===== src/rtl/core/hkrb_pkg.sv =====
// ----------------------------------------------------------------------------
// hkrb_pkg
// Shared types and constants for the HID keyboard report builder.
// ----------------------------------------------------------------------------
package hkrb_pkg;

    localparam int KEY_SLOTS    = 6;
    localparam int REPORT_SLOTS = 6;
    localparam int IDX_W        = (KEY_SLOTS > 1) ? $clog2(KEY_SLOTS) : 1;
    localparam int CNT_W        = $clog2(KEY_SLOTS + 1);

    localparam logic [7:0] ROLLOVER_CODE = 8'h01;
    localparam logic [7:0] NO_USAGE      = 8'h00;

    typedef logic [7:0] t_usage;

    typedef struct packed {
        logic             wr_en;
        logic [IDX_W-1:0] wr_idx;
        t_usage           wr_data;
        logic             cnt_inc;
        logic             cnt_dec;
        logic [IDX_W-1:0] rd_idx;
    } t_list_cmd;

    typedef struct packed {
        t_usage           rd_data;
        logic [CNT_W-1:0] count;
    } t_list_stat;

endpackage


===== src/rtl/core/hkrb_key_list.sv =====
// ----------------------------------------------------------------------------
// hkrb_key_list
// Ordered list of held usages with one read port, one write port, a fill
// count and the fixed report view of the first slots.
// ----------------------------------------------------------------------------
module hkrb_key_list
    import hkrb_pkg::*;
(
    input  logic                        i_clk,
    input  logic                        i_rst_n,
    input  t_list_cmd                   i_cmd,
    output t_list_stat                  o_stat,
    output t_usage [REPORT_SLOTS-1:0]   o_slots
);

    t_usage           r_keys [KEY_SLOTS];
    logic [CNT_W-1:0] r_count;

    always_ff @(posedge i_clk) begin
        if (!i_rst_n) begin
            for (int k = 0; k < KEY_SLOTS; k++) begin
                r_keys[k] <= NO_USAGE;
            end
            r_count <= '0;
        end else begin
            if (i_cmd.wr_en) begin
                r_keys[i_cmd.wr_idx] <= i_cmd.wr_data;
            end
            if (i_cmd.cnt_inc) begin
                r_count <= r_count + 1'b1;
            end else if (i_cmd.cnt_dec) begin
                r_count <= r_count - 1'b1;
            end
        end
    end

    always_comb begin
        o_stat.count   = r_count;
        o_stat.rd_data = NO_USAGE;
        if (32'(i_cmd.rd_idx) < KEY_SLOTS) begin
            o_stat.rd_data = r_keys[i_cmd.rd_idx];
        end
    end

    for (genvar j = 0; j < REPORT_SLOTS; j++) begin : g_slot
        if (j < KEY_SLOTS) begin : g_live
            assign o_slots[j] = (CNT_W'(j) < r_count) ? r_keys[j] : NO_USAGE;
        end else begin : g_pad
            assign o_slots[j] = NO_USAGE;
        end
    end

endmodule


===== src/rtl/core/hkrb_seq.sv =====
// ----------------------------------------------------------------------------
// hkrb_seq
// Event sequencer: for an ordinary key, one compare per cycle scans the held
// list, then appends, closes the gap one entry per cycle, or leaves the list
// unchanged. Holds modifier and rollover state.
// ----------------------------------------------------------------------------
module hkrb_seq
    import hkrb_pkg::*;
(
    input  logic        i_clk,
    input  logic        i_rst_n,
    input  logic        i_start,
    input  logic        i_key_pressed,
    input  logic        i_is_modifier,
    input  logic [2:0]  i_modifier_bit,
    input  t_usage      i_key_usage,
    input  logic        i_out_free,
    input  t_list_stat  i_stat,
    output t_list_cmd   o_cmd,
    output logic        o_ready,
    output logic        o_done,
    output logic [7:0]  o_mods,
    output logic        o_rollover
);

    localparam logic [1:0] S_IDLE  = 2'd0;
    localparam logic [1:0] S_SCAN  = 2'd1;
    localparam logic [1:0] S_SHIFT = 2'd2;
    localparam logic [1:0] S_DONE  = 2'd3;

    logic [1:0]       r_state,    n_state;
    logic [CNT_W-1:0] r_pos,      n_pos;
    logic             r_down,     n_down;
    t_usage           r_usage,    n_usage;
    logic             r_rollover, n_rollover;
    logic [7:0]       r_mods,     n_mods;
    logic [CNT_W-1:0] w_next;

    assign w_next = r_pos + 1'b1;

    always_comb begin
        n_state    = r_state;
        n_pos      = r_pos;
        n_down     = r_down;
        n_usage    = r_usage;
        n_rollover = r_rollover;
        n_mods     = r_mods;
        o_cmd      = '0;
        o_cmd.rd_idx = r_pos[IDX_W-1:0];
        o_done     = 1'b0;
        unique case (r_state)
            S_IDLE: begin
                if (i_start) begin
                    n_down  = i_key_pressed;
                    n_usage = i_key_usage;
                    n_pos   = '0;
                    if (i_is_modifier) begin
                        if (i_key_pressed) begin
                            n_mods = r_mods | (8'd1 << i_modifier_bit);
                        end else begin
                            n_mods = r_mods & ~(8'd1 << i_modifier_bit);
                        end
                        n_state = S_DONE;
                    end else if (i_key_usage == NO_USAGE) begin
                        n_state = S_DONE;
                    end else begin
                        n_state = S_SCAN;
                    end
                end
            end
            S_SCAN: begin
                if (r_pos == i_stat.count) begin
                    if (r_down) begin
                        if (32'(i_stat.count) < KEY_SLOTS) begin
                            o_cmd.wr_en   = 1'b1;
                            o_cmd.wr_idx  = i_stat.count[IDX_W-1:0];
                            o_cmd.wr_data = r_usage;
                            o_cmd.cnt_inc = 1'b1;
                            n_rollover    = 1'b0;
                        end else begin
                            n_rollover = 1'b1;
                        end
                    end else begin
                        n_rollover = 1'b0;
                    end
                    n_state = S_DONE;
                end else if (i_stat.rd_data == r_usage) begin
                    n_state = r_down ? S_DONE : S_SHIFT;
                end else begin
                    n_pos = w_next;
                end
            end
            S_SHIFT: begin
                o_cmd.rd_idx = w_next[IDX_W-1:0];
                o_cmd.wr_en  = 1'b1;
                o_cmd.wr_idx = r_pos[IDX_W-1:0];
                if (w_next < i_stat.count) begin
                    o_cmd.wr_data = i_stat.rd_data;
                    n_pos         = w_next;
                end else begin
                    o_cmd.wr_data = NO_USAGE;
                    o_cmd.cnt_dec = 1'b1;
                    n_rollover    = 1'b0;
                    n_state       = S_DONE;
                end
            end
            S_DONE: begin
                if (i_out_free) begin
                    o_done  = 1'b1;
                    n_state = S_IDLE;
                end
            end
            default: n_state = S_IDLE;
        endcase
    end

    always_ff @(posedge i_clk) begin
        if (!i_rst_n) begin
            r_state    <= S_IDLE;
            r_rollover <= 1'b0;
            r_mods     <= '0;
            r_pos      <= '0;
        end else begin
            r_state    <= n_state;
            r_rollover <= n_rollover;
            r_mods     <= n_mods;
            r_pos      <= n_pos;
        end
        r_down  <= n_down;
        r_usage <= n_usage;
    end

    assign o_ready    = (r_state == S_IDLE);
    assign o_mods     = r_mods;
    assign o_rollover = r_rollover;

endmodule


===== src/rtl/core/hid_keyboard_report_builder_top.sv =====
// ----------------------------------------------------------------------------
// hid_keyboard_report_builder_top
// Six-key-rollover boot keyboard report builder: one key event in, one
// boot report out.
//
// channel  dir  tdata                                         tuser
// s_axis   in   key_pressed, modifier_bit, key_usage          is_modifier
// m_axis   out  modifier_byte, slot_one .. slot_six           -
//
// Modifier and usage-zero events skip the scan; ordinary keys scan the held
// list one entry per cycle through a single compare, and a release closes
// the gap from the match one entry per cycle.
// Reset clears modifiers, the held list, its count and the rollover flag.
// A new item is taken while the last report still waits in the output
// register; a stalled output holds the sequencer in its final state.
// ----------------------------------------------------------------------------
module hid_keyboard_report_builder_top
    import hkrb_pkg::*;
(
    input  logic        i_clk,
    input  logic        i_rst_n,
    input  logic        i_s_tvalid,
    output logic        o_s_tready,
    input  logic [15:0] i_s_tdata,  // key_pressed[0], modifier_bit[3:1], key_usage[11:4]
    input  logic        i_s_tuser,  // is_modifier[0]
    output logic        o_m_tvalid,
    input  logic        i_m_tready,
    output logic [55:0] o_m_tdata   // modifier_byte[7:0], slot_one[15:8] .. slot_six[55:48]
);

    t_list_cmd                  w_cmd;
    t_list_stat                 w_stat;
    t_usage [REPORT_SLOTS-1:0]  w_slots;
    logic                       w_start;
    logic                       w_done;
    logic                       w_out_free;
    logic [7:0]                 w_mods;
    logic                       w_rollover;
    logic [55:0]                w_report;

    logic                       r_out_valid;
    logic [55:0]                r_out_data;

    assign w_start    = i_s_tvalid && o_s_tready;
    assign w_out_free = !r_out_valid || i_m_tready;

    hkrb_seq u_seq (
        .i_clk          (i_clk),
        .i_rst_n        (i_rst_n),
        .i_start        (w_start),
        .i_key_pressed  (i_s_tdata[0]),
        .i_is_modifier  (i_s_tuser),
        .i_modifier_bit (i_s_tdata[3:1]),
        .i_key_usage    (i_s_tdata[11:4]),
        .i_out_free     (w_out_free),
        .i_stat         (w_stat),
        .o_cmd          (w_cmd),
        .o_ready        (o_s_tready),
        .o_done         (w_done),
        .o_mods         (w_mods),
        .o_rollover     (w_rollover)
    );

    hkrb_key_list u_list (
        .i_clk   (i_clk),
        .i_rst_n (i_rst_n),
        .i_cmd   (w_cmd),
        .o_stat  (w_stat),
        .o_slots (w_slots)
    );

    always_comb begin
        w_report[7:0] = w_mods;
        for (int j = 0; j < REPORT_SLOTS; j++) begin
            w_report[8*(j+1) +: 8] = w_rollover ? ROLLOVER_CODE : w_slots[j];
        end
    end

    always_ff @(posedge i_clk) begin
        if (!i_rst_n) begin
            r_out_valid <= 1'b0;
        end else if (w_done) begin
            r_out_valid <= 1'b1;
        end else if (i_m_tready) begin
            r_out_valid <= 1'b0;
        end
        if (w_done) begin
            r_out_data <= w_report;
        end
    end

    assign o_m_tvalid = r_out_valid;
    assign o_m_tdata  = r_out_data;

    a_one_at_a_time: assert property (@(posedge i_clk) disable iff (!i_rst_n)
        w_start |=> !o_s_tready)
        else $error("item accepted while sequencer busy");

    a_count_bound: assert property (@(posedge i_clk) disable iff (!i_rst_n)
        32'(w_stat.count) <= KEY_SLOTS)
        else $error("held count above slot limit");

    a_no_overwrite: assert property (@(posedge i_clk) disable iff (!i_rst_n)
        w_done |-> (!r_out_valid || i_m_tready))
        else $error("report overwrote a pending item");

    a_one_report: assert property (@(posedge i_clk) disable iff (!i_rst_n)
        w_done |=> !w_done)
        else $error("two reports for one item");

endmodule


===== config.mk =====
export PLATFORM = sky130hd
export DESIGN_NAME = hid_keyboard_report_builder_top
export DESIGN_NICKNAME = d
export VERILOG_FILES = /design/src/rtl/core/hkrb_pkg.sv /design/src/rtl/core/hkrb_key_list.sv /design/src/rtl/core/hkrb_seq.sv /design/src/rtl/core/hid_keyboard_report_builder_top.sv
export SDC_FILE = /design/constraint.sdc
export NUM_CORES = 1
export LEC_CHECK = 0
export ABC_AREA = 1
export ABC_CLOCK_PERIOD_IN_PS = 2690
export BUFFER_PORTS_ARGS = -buffer_cell sky130_fd_sc_hd__buf_2
export CORE_ASPECT_RATIO = 1.2
export CORE_MARGIN = 8
export CORE_UTILIZATION = 40
export CTS_CLUSTER_DIAMETER = 200
export DETAILED_ROUTE_END_ITERATION = 12
export GPL_TIMING_DRIVEN = 0
export PLACE_DENSITY = 0.69
export RECOVER_POWER = 25
export SETUP_SLACK_MARGIN = 0.4
export SLEW_MARGIN = 20
export SYNTH_ARGS = -nofsm -noshare
export SYNTH_HDL_FRONTEND = slang
export SYNTH_HIERARCHICAL = 1
export SYNTH_SLANG_ARGS = --single-unit

===== constraint.sdc =====
create_clock -name i_clk -period 2.69 [get_ports i_clk]
set_input_delay 0.538 -clock i_clk [delete_from_list [all_inputs] [get_ports i_clk]]
set_output_delay 0.538 -clock i_clk [all_outputs]
set_load 0.03 [all_outputs]

==> results.toml, run 1 <==
[worst_hold_path]
hold_depth = 1
hp-class = "in2reg"

[pwr]
seq_power_share_pct = 29.6
p_switching_uw = 3880
combPwrFrac_pct = 46.2
leakagePower_uw = 0.00412
power.total_uw = 9940
power_density_nw_per_um2 = 1030
internal-power_uw = 6050
peakVddDrop_mv = 0.544
p_clk_share_pct = 24.2
swShare_pct = 39.1

[sta]
slew_violations = 0
tightestPinTransition_ns = 0.852
fin_ws_ns = 0.156
finalHoldViolations = 0
rsz0062_at_grt = "true"
period_needed_ns = 2.53
clock.fmax_ghz = 0.395
finClkSkew_ns = 0.00794
fin_crit_sh_pct = 94.2
relSlewSlack_pct = 43.1
finalSetupViolCount = 0

[floorplan]
row_count = 54
start_util_pct = 40.5
core_sq_um = 18100
die-area_sq_um = 22900
die_w_microns = 140
io_pins = 79
die-height_microns = 164

[grt]
antenna_found_initial = 0
grt_pass1_vias = 5731
grt_pass1_wl_microns = 27900
grt_start_max_net_pins = 39
gr-total-overflow = 0
grtUsageTotal_pct = 15.6

[clock_tree]
clockBufferDepth = 2
root_buffer = "clkbuf_16"
cts_tree = "yes"
htreeDepth = 4
path_clk_slew_ns = 0.06
cts_sinks = 147
cts-buffers-inserted = 17
clk_latency_ns = 0.42
hold_buffers = 0

[setup_path]
required_ns = 2.99
worst_path_most_repeated_cell = "nand2_1"
setup.worst_path.start_class = "flip-flop"
cp_max_fo = 8
crit_slowest_cell = "dfxtp_4"
critical-path-max-stage-delay_ns = 0.36
crit_family = "simple AND/OR/NAND/NOR gates"
critPathKind = "reg2reg"
crit_arrival_ns = 2.84
cp.depth = 20
crit_buf_inv = 4
worst_setup_path_end_kind = "flip-flop"
cp_cell_sequence = "inv_4, ha_4, ha_4, buf_12, clkbuf_16, nand2_1, o21ai_1, nand2_1, nand2_1, nand2_4, inv_1, nand2_1, nand2_1, nand2_1, nor2_2, nand2_2, nand2_2, nand2_4, a21oi_2, nor2_1"
reg2reg_depth = 20

[layout]
drive_above_1_share_pct = 30.7
finalNetCount = 994
insertedDiodeCount = 0
fillCellCount = 1576
fin_cells = 1199
fin_util_pct = 53.5
synthToLayoutAreaGrowth_pct = 32.1
final_cell_area_sq_um = 9680

[routing]
vias_per_cell = 4.78
dr.pass1.iters = 7
drtIter0Drc = 443
ant_nets = 0
wl_microns = 18000
num_vias = 5731
post-route-drc-count = 0
wl_per_cell_microns = 15.0

[logic_synthesis]
synth-main-ff-cell = "edfxtp_1"
ys_ff_latch = 147
syn-num-nets = 866
synth.avg_cell_area_sq_um = 8.79
seq_area_frac_synth_pct = 57.7
synth_warnings = 6
synth.distinct_cells = 35
syn-cell-area_sq_um = 7330
async_flop_share_pct = 0
synth_edf_count = 129
syn-instance-count = 834

[placed_design]
placed_area_sq_um = 8120
post-place-ws_ns = -0.132
place.gp.congestion = 0.882
dpl.cell_count = 1133
hpwl_microns = 12100
port_buffers = 74

[flow_run]
drv_cap = 0

[run_status]
outcome = "finished clean"
-- per-stage QoR --
stage	TNS (ns)	hold WS (ns)
6_report	0	0.313
3_5_place_dp	-0.514	0.420
4_1_cts	0	0.297
2_1_floorplan	0	0.409
3_3_place_gp	-4.03	0.413
5_1_grt	0	0.296
-- layout make-up --
type                       instances  area [sq um]  area share [%]
buffer                            21           225            2.33
timing repair buffer             109           716            7.39
clock inverter                    14           178            1.83
clock buffer                      18           429            4.43
multi-input combinational        496          2940            30.3
inverter                         170           672            6.94
tap                              224           280            2.89
sequential                       147          4250            43.9
-- cell usage after synthesis, types with 8 or more instances --
cell,instances,area share [%]
a21oi_1,19,1.3
nand3_1,44,3.0
dfxtp_1,18,4.9
a21oi_2,12,1.4
inv_1,159,8.1
nor2_2,10,0.85
nand2_2,11,0.94
nand2_1,202,10
ha_1,11,1.9
inv_2,8,0.41
or2_1,8,0.68
buf_2,12,0.82
nor2_1,141,7.2
edfxtp_1,129,53
-- cell families after synthesis --
family                     share of synthesized area, %
AOI/OAI and AO/OA                                  4.06
adders and majority gates                          1.88
DFF                                                57.7
xor gates and xnor gates                          0.836
buffers and inverters                              10.6
and+or+nand+nor                                    24.9
-- final timing paths --
check	end	slack, ns	startpoint
hold / removal	u_seq/r_down	0.31	i_s_tdata[0]
setup / recovery	u_seq/r_pos[0]	0.16	u_seq/r_state[0]
hold reg to reg	o_m_tdata[2]	0.43	flip-flop
setup reg to reg	u_seq/r_pos[0]	0.16	u_seq/r_state[0]
-- metal layers --
metal	global-route usage, %	wire length [microns]	vias to the layer above
li1	-	-	2859
met1	17.2	7180	2642
met2	27.3	9130	192
met3	3.78	1080	38
met4	9.19	591	0
met5	0	0	-
-- power by group through the flow --
stage	Sequential [uW]	Combinational [uW]	Clock, uW
2_1_floorplan	3080	2320	0
5_1_grt	2970	4960	2540
3_5_place_dp	2980	3230	0
6_report	2940	4590	2400
4_1_cts	2940	4040	2450
3_3_place_gp	2980	3160	0
-- placed cells by master, fill, tap and decap left out, types with 7 or more instances in the layout --
cell type / count
a21oi_1: 13
nor2_4: 9
clkbuf_16: 19
buf_6: 12
or2_1: 8
nor2_2: 23
buf_4: 23
nor2_1: 122
inv_2: 10
o21ai_1: 7
nand2_2: 43
clkbuf_1: 36
inv_1: 151
nand2_4: 23
nand2_1: 147
buf_2: 45
dfxtp_1: 14
a21oi_2: 14
nand3_1: 29
nand3_2: 15
edfxtp_1: 129
-- timing repair --
item | CTS | global route
resized for setup | 100 | 80
gates cloned | 5 | 2
setup endpoints to repair | 133 | 133
setup buffers | 20 | 7
pin swaps | 36 | 61
-- state kept, by name (all words and copies together), names as in the netlist, named ones only --
name and flops:
u_seq/r_down 1, u_seq/o_rollover 1, o_m_tvalid 1, o_m_tdata 56, u_list/r_keys 64, u_seq/r_usage 8, u_list/r_count 3, u_seq/r_state 2
u_seq/r_pos 3
Power figures use the tool's default switching activity.
==> run 2, diff against run 1 <==
Settings changed: ABC_AREA 1 to unset, PLACE_DENSITY 0.69 to 0.7.
==> run 2 against run 1 <==
Core utilization up 0.74 points; clock-buffer cell count unchanged; non-clock buffer count up 5; register-to-register slack worse by 0.34 ns; clock power down 8.7%; first-iteration DRC count down 38%; die area down 11%; worst hold slack better by 0.020 ns; the flow now finishes with violations (negative setup slack).
==> results.toml, run 2 <==
[pwr]
leakagePower_uw = 0.00312
power_density_nw_per_um2 = 921
power.total_uw = 7810
peakVddDrop_mv = 0.566

[floorplan]
io_pins = 79
start_util_pct = 40.9
core_sq_um = 15600
die_w_microns = 131
row_count = 50
die-height_microns = 154
die-area_sq_um = 20300

[worst_hold_path]
hp-class = "in2reg"
hold_depth = 1

[sta]
slew_violations = 0
finalSetupViolCount = 5
finalHoldViolations = 0
tightestPinTransition_ns = 1.07
clock.fmax_ghz = 0.348
fin_crit_sh_pct = 107
fin_ws_ns = -0.181
fin_tns_setup_ns = -0.791
rsz0062_at_grt = "true"
finClkSkew_ns = 0.00915
relSlewSlack_pct = 28.8
period_needed_ns = 2.87

[grt]
grt_pass1_vias = 4638
grt_pass1_wl_microns = 23500
grtUsageTotal_pct = 14.7
gr-total-overflow = 0
grt_start_max_net_pins = 58
antenna_found_initial = 0

[layout]
fillCellCount = 1308
drive_above_1_share_pct = 29.9
final_common_cell = "edfxtp_1"
layout_common_cells = "113 x edfxtp_1, 75 x nor2b_1, 54 x clkbuf_1"
finalNetCount = 697
synthToLayoutAreaGrowth_pct = 32.6
fin_util_pct = 54.2
largest_reg_flops = 56
insertedDiodeCount = 0
fin_cells = 886

[placed_design]
place.gp.congestion = 0.829
dpl.cell_count = 820
port_buffers = 74
hpwl_microns = 10200
post-place-ws_ns = -0.585

[logic_synthesis]
synth_top_area_share_pct = 53.1
ys_ff_latch = 131
synth_area_leaders = "edfxtp_1 53%, nor2b_1 7.5%, dfxtp_1 5.6%"
syn-instance-count = 538
synth.distinct_cells = 59
synth_warnings = 6
syn-cell-area_sq_um = 6390
seq_area_frac_synth_pct = 58.7
synth_edf_count = 113
syn-num-nets = 570
async_flop_share_pct = 0
synth-main-ff-cell = "edfxtp_1"
yosysTopAreaCell = "edfxtp_1"
ys_top_cells_by_count = "113 x edfxtp_1, 77 x nor2b_1, 54 x nor2_1"
synth_most_common_cell = "edfxtp_1"
synth.avg_cell_area_sq_um = 11.9

[setup_path]
crit_buf_inv = 4
cp_max_fo = 5
crit_slowest_cell = "o32a_1"
reg2reg_depth = 13
cp.depth = 13
critical-path-max-stage-delay_ns = 0.37
crit_arrival_ns = 3.17
setup.worst_path.start_class = "flip-flop"
required_ns = 2.99
worst_path_most_repeated_cell = "ha_4"
critPathKind = "reg2reg"
worst_setup_path_end_kind = "flip-flop"
crit_family = "compound AO/OA/AOI/OAI gates"
cp_cell_sequence = "inv_4, ha_4, buf_4, ha_4, buf_16, bufbuf_16, o32a_1, o21ai_2, xnor2_1, nand4_1, o41ai_2, a21oi_1, a21o_2"

[clock_tree]
root_buffer = "clkbuf_16"
cts_tree = "yes"
cts-buffers-inserted = 17
hold_buffers = 0
htreeDepth = 4
cts_sinks = 131
clockBufferDepth = 2
clk_latency_ns = 0.42
path_clk_slew_ns = 0.05

[routing]
num_vias = 4482
post-route-drc-count = 0
dr.pass1.iters = 5
wl_per_cell_microns = 17.0
wl_microns = 15100
wl_met1_microns = 5950
highest_layer = "met4"
wl_met2_microns = 7540
vias_per_cell = 5.06
ant_nets = 0
wl_met3_microns = 1060
drtIter0Drc = 274

[run_status]
outcome = "finished, violations left"
violations = "negative setup slack"

[flow_run]
drv_cap = 0
==> run 2: changes by cell type after synthesis, sizes merged, moves of 9 or more <==
cell | previous run | this run
and2 | 0 | 22
nor2 | 154 | 55
nand3 | 45 | 2
clkbuf | 1 | 10
inv | 168 | 21
edfxtp | 129 | 113
a21oi | 32 | 6
nand2 | 214 | 35
nor2b | 0 | 77
mux2i | 0 | 31
==> run 2: routing by layer <==
metal  up-vias  track usage, %
li1       2150               -
met1      2110            15.5
met2       190            25.5
met3        32            4.63
met4         0            8.22
met5         -               0
==> run 2: final cells by class <==
type | count | area [sq um] | area share (%)
Clock buffer | 18 | 429 | 5.06
Tap cell | 208 | 260 | 3.07
Timing Repair Buffer | 108 | 668 | 7.88
Multi-Input combinational cell | 359 | 2840 | 33.5
Clock inverter | 14 | 139 | 1.64
Buffer | 27 | 290 | 3.42
Inverter | 21 | 81.3 | 0.959
Sequential cell | 131 | 3770 | 44.5
==> run 2: cells by family (layout without fill, tap and decap cells) <==
logic type / count (synthesis) / count (layout) / synth area share (%)
mux: 32 / 32 / 5.03
xor+xnor: 13 / 13 / 1.78
buf+inv: 48 / 188 / 4.78
simple gates: 238 / 238 / 20.3
compound gates: 65 / 65 / 7.24
flops: 131 / 131 / 58.7
fa+ha+maj: 11 / 11 / 2.15
==> run 2: where the power goes <==
group / internal (uW) / total, uW / switching [uW]
registers: 2480 / 2640 / 160
logic: 1420 / 2980 / 1560
clock network: 1350 / 2190 / 838
total: 5250 / 7810 / 2560
==> run 2: through the flow <==
step	cell area, sq um	hold WS, ns
floorplan	6540	0.402
global placement	7170	0.409
detailed placement	7170	0.415
CTS	8440	0.309
global route	8480	0.304
finish	8480	0.332
==> run 2: worst paths after layout <==
| path | slack (ns) | startpoint | end |
|---|---|---|---|
| worst min register to register | 0.43 | flip-flop | o_m_tdata[2] |
| worst max-delay path | -0.18 | u_seq/r_state[0] | u_seq/r_state[0] |
| worst min-delay path | 0.33 | i_s_tdata[9] | u_seq/r_usage[5] |
| worst max register to register | -0.18 | u_seq/r_state[0] | u_seq/r_state[0] |
==> run 2: what timing repair did <==
action | in CTS | in global routing
pin swaps | 48 | 20
gates resized for setup | 90 | 24
gates cloned | 2 | 0
buffers inserted | 30 | 2
setup endpoints to repair | 103 | 103
==> run 3, diff against run 2 <==
Settings changed: BUFFER_PORTS_ARGS -buffer_cell sky130_fd_sc_hd__buf_2 to -buffer_cell sky130_fd_sc_hd__clkbuf_2.
==> run 3 against run 2 <==
The run still ends with negative setup slack left; final cell count is 1.4% lower; global-route usage is 0.92 points lower; flip-flop and latch count stayed put; wire length is 6.0% lower; sequential share of layout area is 1.1 points higher; worst setup slack worse by 0.038 ns; fmax is 1.3% lower; combinational power is 7.0% lower; critical path type unchanged; largest cell class unchanged; largest power group unchanged.
==> results.toml, run 3 (synthesis results as in run 2) <==
[clock_tree]
htreeDepth = 4
clockBufferDepth = 2
root_buffer = "clkbuf_16"
clk_latency_ns = 0.41
cts_sinks = 131
path_clk_slew_ns = 0.06
cts-buffers-inserted = 17
cts_tree = "yes"

[setup_path]
worst_setup_path_end_kind = "flip-flop"
reg2reg_slack_ns = -0.22
cp-startpoint = "u_seq/r_state[0]"
worstReg2RegStart = "u_seq/r_state[0]"
worst_path_most_repeated_cell = "buf_4"
crit_buf_inv = 6
critPathKind = "reg2reg"
critical-path-max-stage-delay_ns = 0.35
cp_cell_sequence = "inv_4, ha_4, buf_8, mux2_4, buf_12, buf_4, buf_16, mux2i_2, o21ai_2, xnor2_1, nand4_1, o21bai_2, buf_4, a21oi_4, mux2i_1"
crit_slowest_cell = "dfxtp_4"
crit_family = "buffers and inverters"
setup.worst_path.start_class = "flip-flop"
cp_max_fo = 5
crit_arrival_ns = 3.21
required_ns = 2.99
reg2reg_depth = 15
crit-reg2reg-capture = "u_seq/r_pos[1]"

[layout]
drive_above_1_share_pct = 29.0
final_common_cell = "edfxtp_1"
fin_cells = 874
finalNetCount = 687
insertedDiodeCount = 0
fillCellCount = 1332
layout_common_cells = "113 x edfxtp_1, 75 x nor2b_1, 45 x clkbuf_1"
final_cell_area_sq_um = 8260
synthToLayoutAreaGrowth_pct = 29.2
fin_util_pct = 52.8
largest_reg_flops = 56

[routing]
drtIter0Drc = 264
post-route-drc-count = 0
wl_microns = 14200
dr.pass1.iters = 5
ant_nets = 0
wl_per_cell_microns = 16.2
vias_per_cell = 4.96
num_vias = 4334

[worst_hold_path]
whs_endpoint = "u_seq/r_usage[5]"
hp-start = "i_s_tdata[9]"
hp-class = "in2reg"
hold_depth = 1

[run_status]
outcome = "finished, violations left"
violations = "negative setup slack"

[floorplan]
start_util_pct = 40.9
die_w_microns = 131
die-area_sq_um = 20300
die-height_microns = 154
row_count = 50
core_sq_um = 15600
io_pins = 79

[grt]
grt_pass1_wl_microns = 22100
grtUsageTotal_pct = 13.7
gr-total-overflow = 0
grt_pass1_vias = 4353
antenna_found_initial = 0
grt_start_max_net_pins = 58

[placed_design]
post-place-ws_ns = -0.583
port_buffers = 74
dpl.cell_count = 820
place.gp.congestion = 0.826
placed_area_sq_um = 7170
hpwl_microns = 10200

[sta]
fin_ws_ns = -0.219
rsz0062_at_grt = "true"
fin_crit_sh_pct = 108
clock.fmax_ghz = 0.344
period_needed_ns = 2.91
finalSetupViolCount = 11
relSlewSlack_pct = 25.7
tightestPinTransition_ns = 1.11
finClkSkew_ns = 0.00906
slew_violations = 0
finalHoldViolations = 0
hold_slack_ns = 0.350

[flow_run]
drv_cap = 0

[pwr]
peakVddDrop_mv = 0.565
power_density_nw_per_um2 = 901
leakagePower_uw = 0.00303
[run 3: what timing repair did]
| action | CTS | global route |
|---|---|---|
| resized for setup | 61 | 38 |
| setup endpoints to repair | 102 | 103 |
| buffers inserted | 13 | 9 |
| gates cloned | 1 | 1 |
| pin swaps | 32 | 15 |
| hold buffers | 0 | 0 |
[run 3: where the power goes]
part	internal [uW]	switching (uW)	leakage [uW]	total [uW]
clock network	1240	793	0.000247	2040
registers	2470	162	0.00126	2640
logic	1270	1510	0.00152	2770
[run 3: stage by stage]
step / total power, uW / setup TNS [ns]
2_1_floorplan: 4180 / 0
3_3_place_gp: 4640 / -4.57
3_5_place_dp: 4700 / -8.23
4_1_cts: 7140 / -0.664
5_1_grt: 7790 / -2.95
6_report: 7450 / -1.40
[run 3: worst max-delay path by stage]
stage	endpoint	slack, ns	cells after the start
2_1_floorplan	u_seq/r_state[1]	0.03	14
3_3_place_gp	u_seq/r_state[1]	-0.44	15
3_5_place_dp	u_seq/r_state[1]	-0.58	15
4_1_cts	u_seq/r_state[0]	-0.17	13
5_1_grt	u_seq/r_state[1]	-0.31	14
6_report	u_seq/r_pos[1]	-0.22	15
[run 3: final cells by class]
| class | instances | area, sq um | share of cell area [%] |
|---|---|---|---|
| Clock inverter | 11 | 91.3 | 1.11 |
| Tap cell | 208 | 260 | 3.15 |
| Timing Repair Buffer | 98 | 564 | 6.83 |
| Clock buffer | 19 | 433 | 5.24 |
| Sequential cell | 131 | 3770 | 45.6 |
| Inverter | 21 | 81.3 | 0.984 |
| Multi-Input combinational cell | 359 | 2760 | 33.4 |
| Buffer | 27 | 300 | 3.63 |
[run 3: layer usage]
metal / vias to the layer above / wire [microns] / track usage [%] / share of wire, %
met1: 2057 / 5790 / 14.7 / 41
met4: 0 / 313 / 6.47 / 2.2
met2: 133 / 7170 / 24.2 / 51
met3: 19 / 882 / 4.44 / 6.2
met5: - / 0 / 0 / 0
li1: 2125 / - / - / -
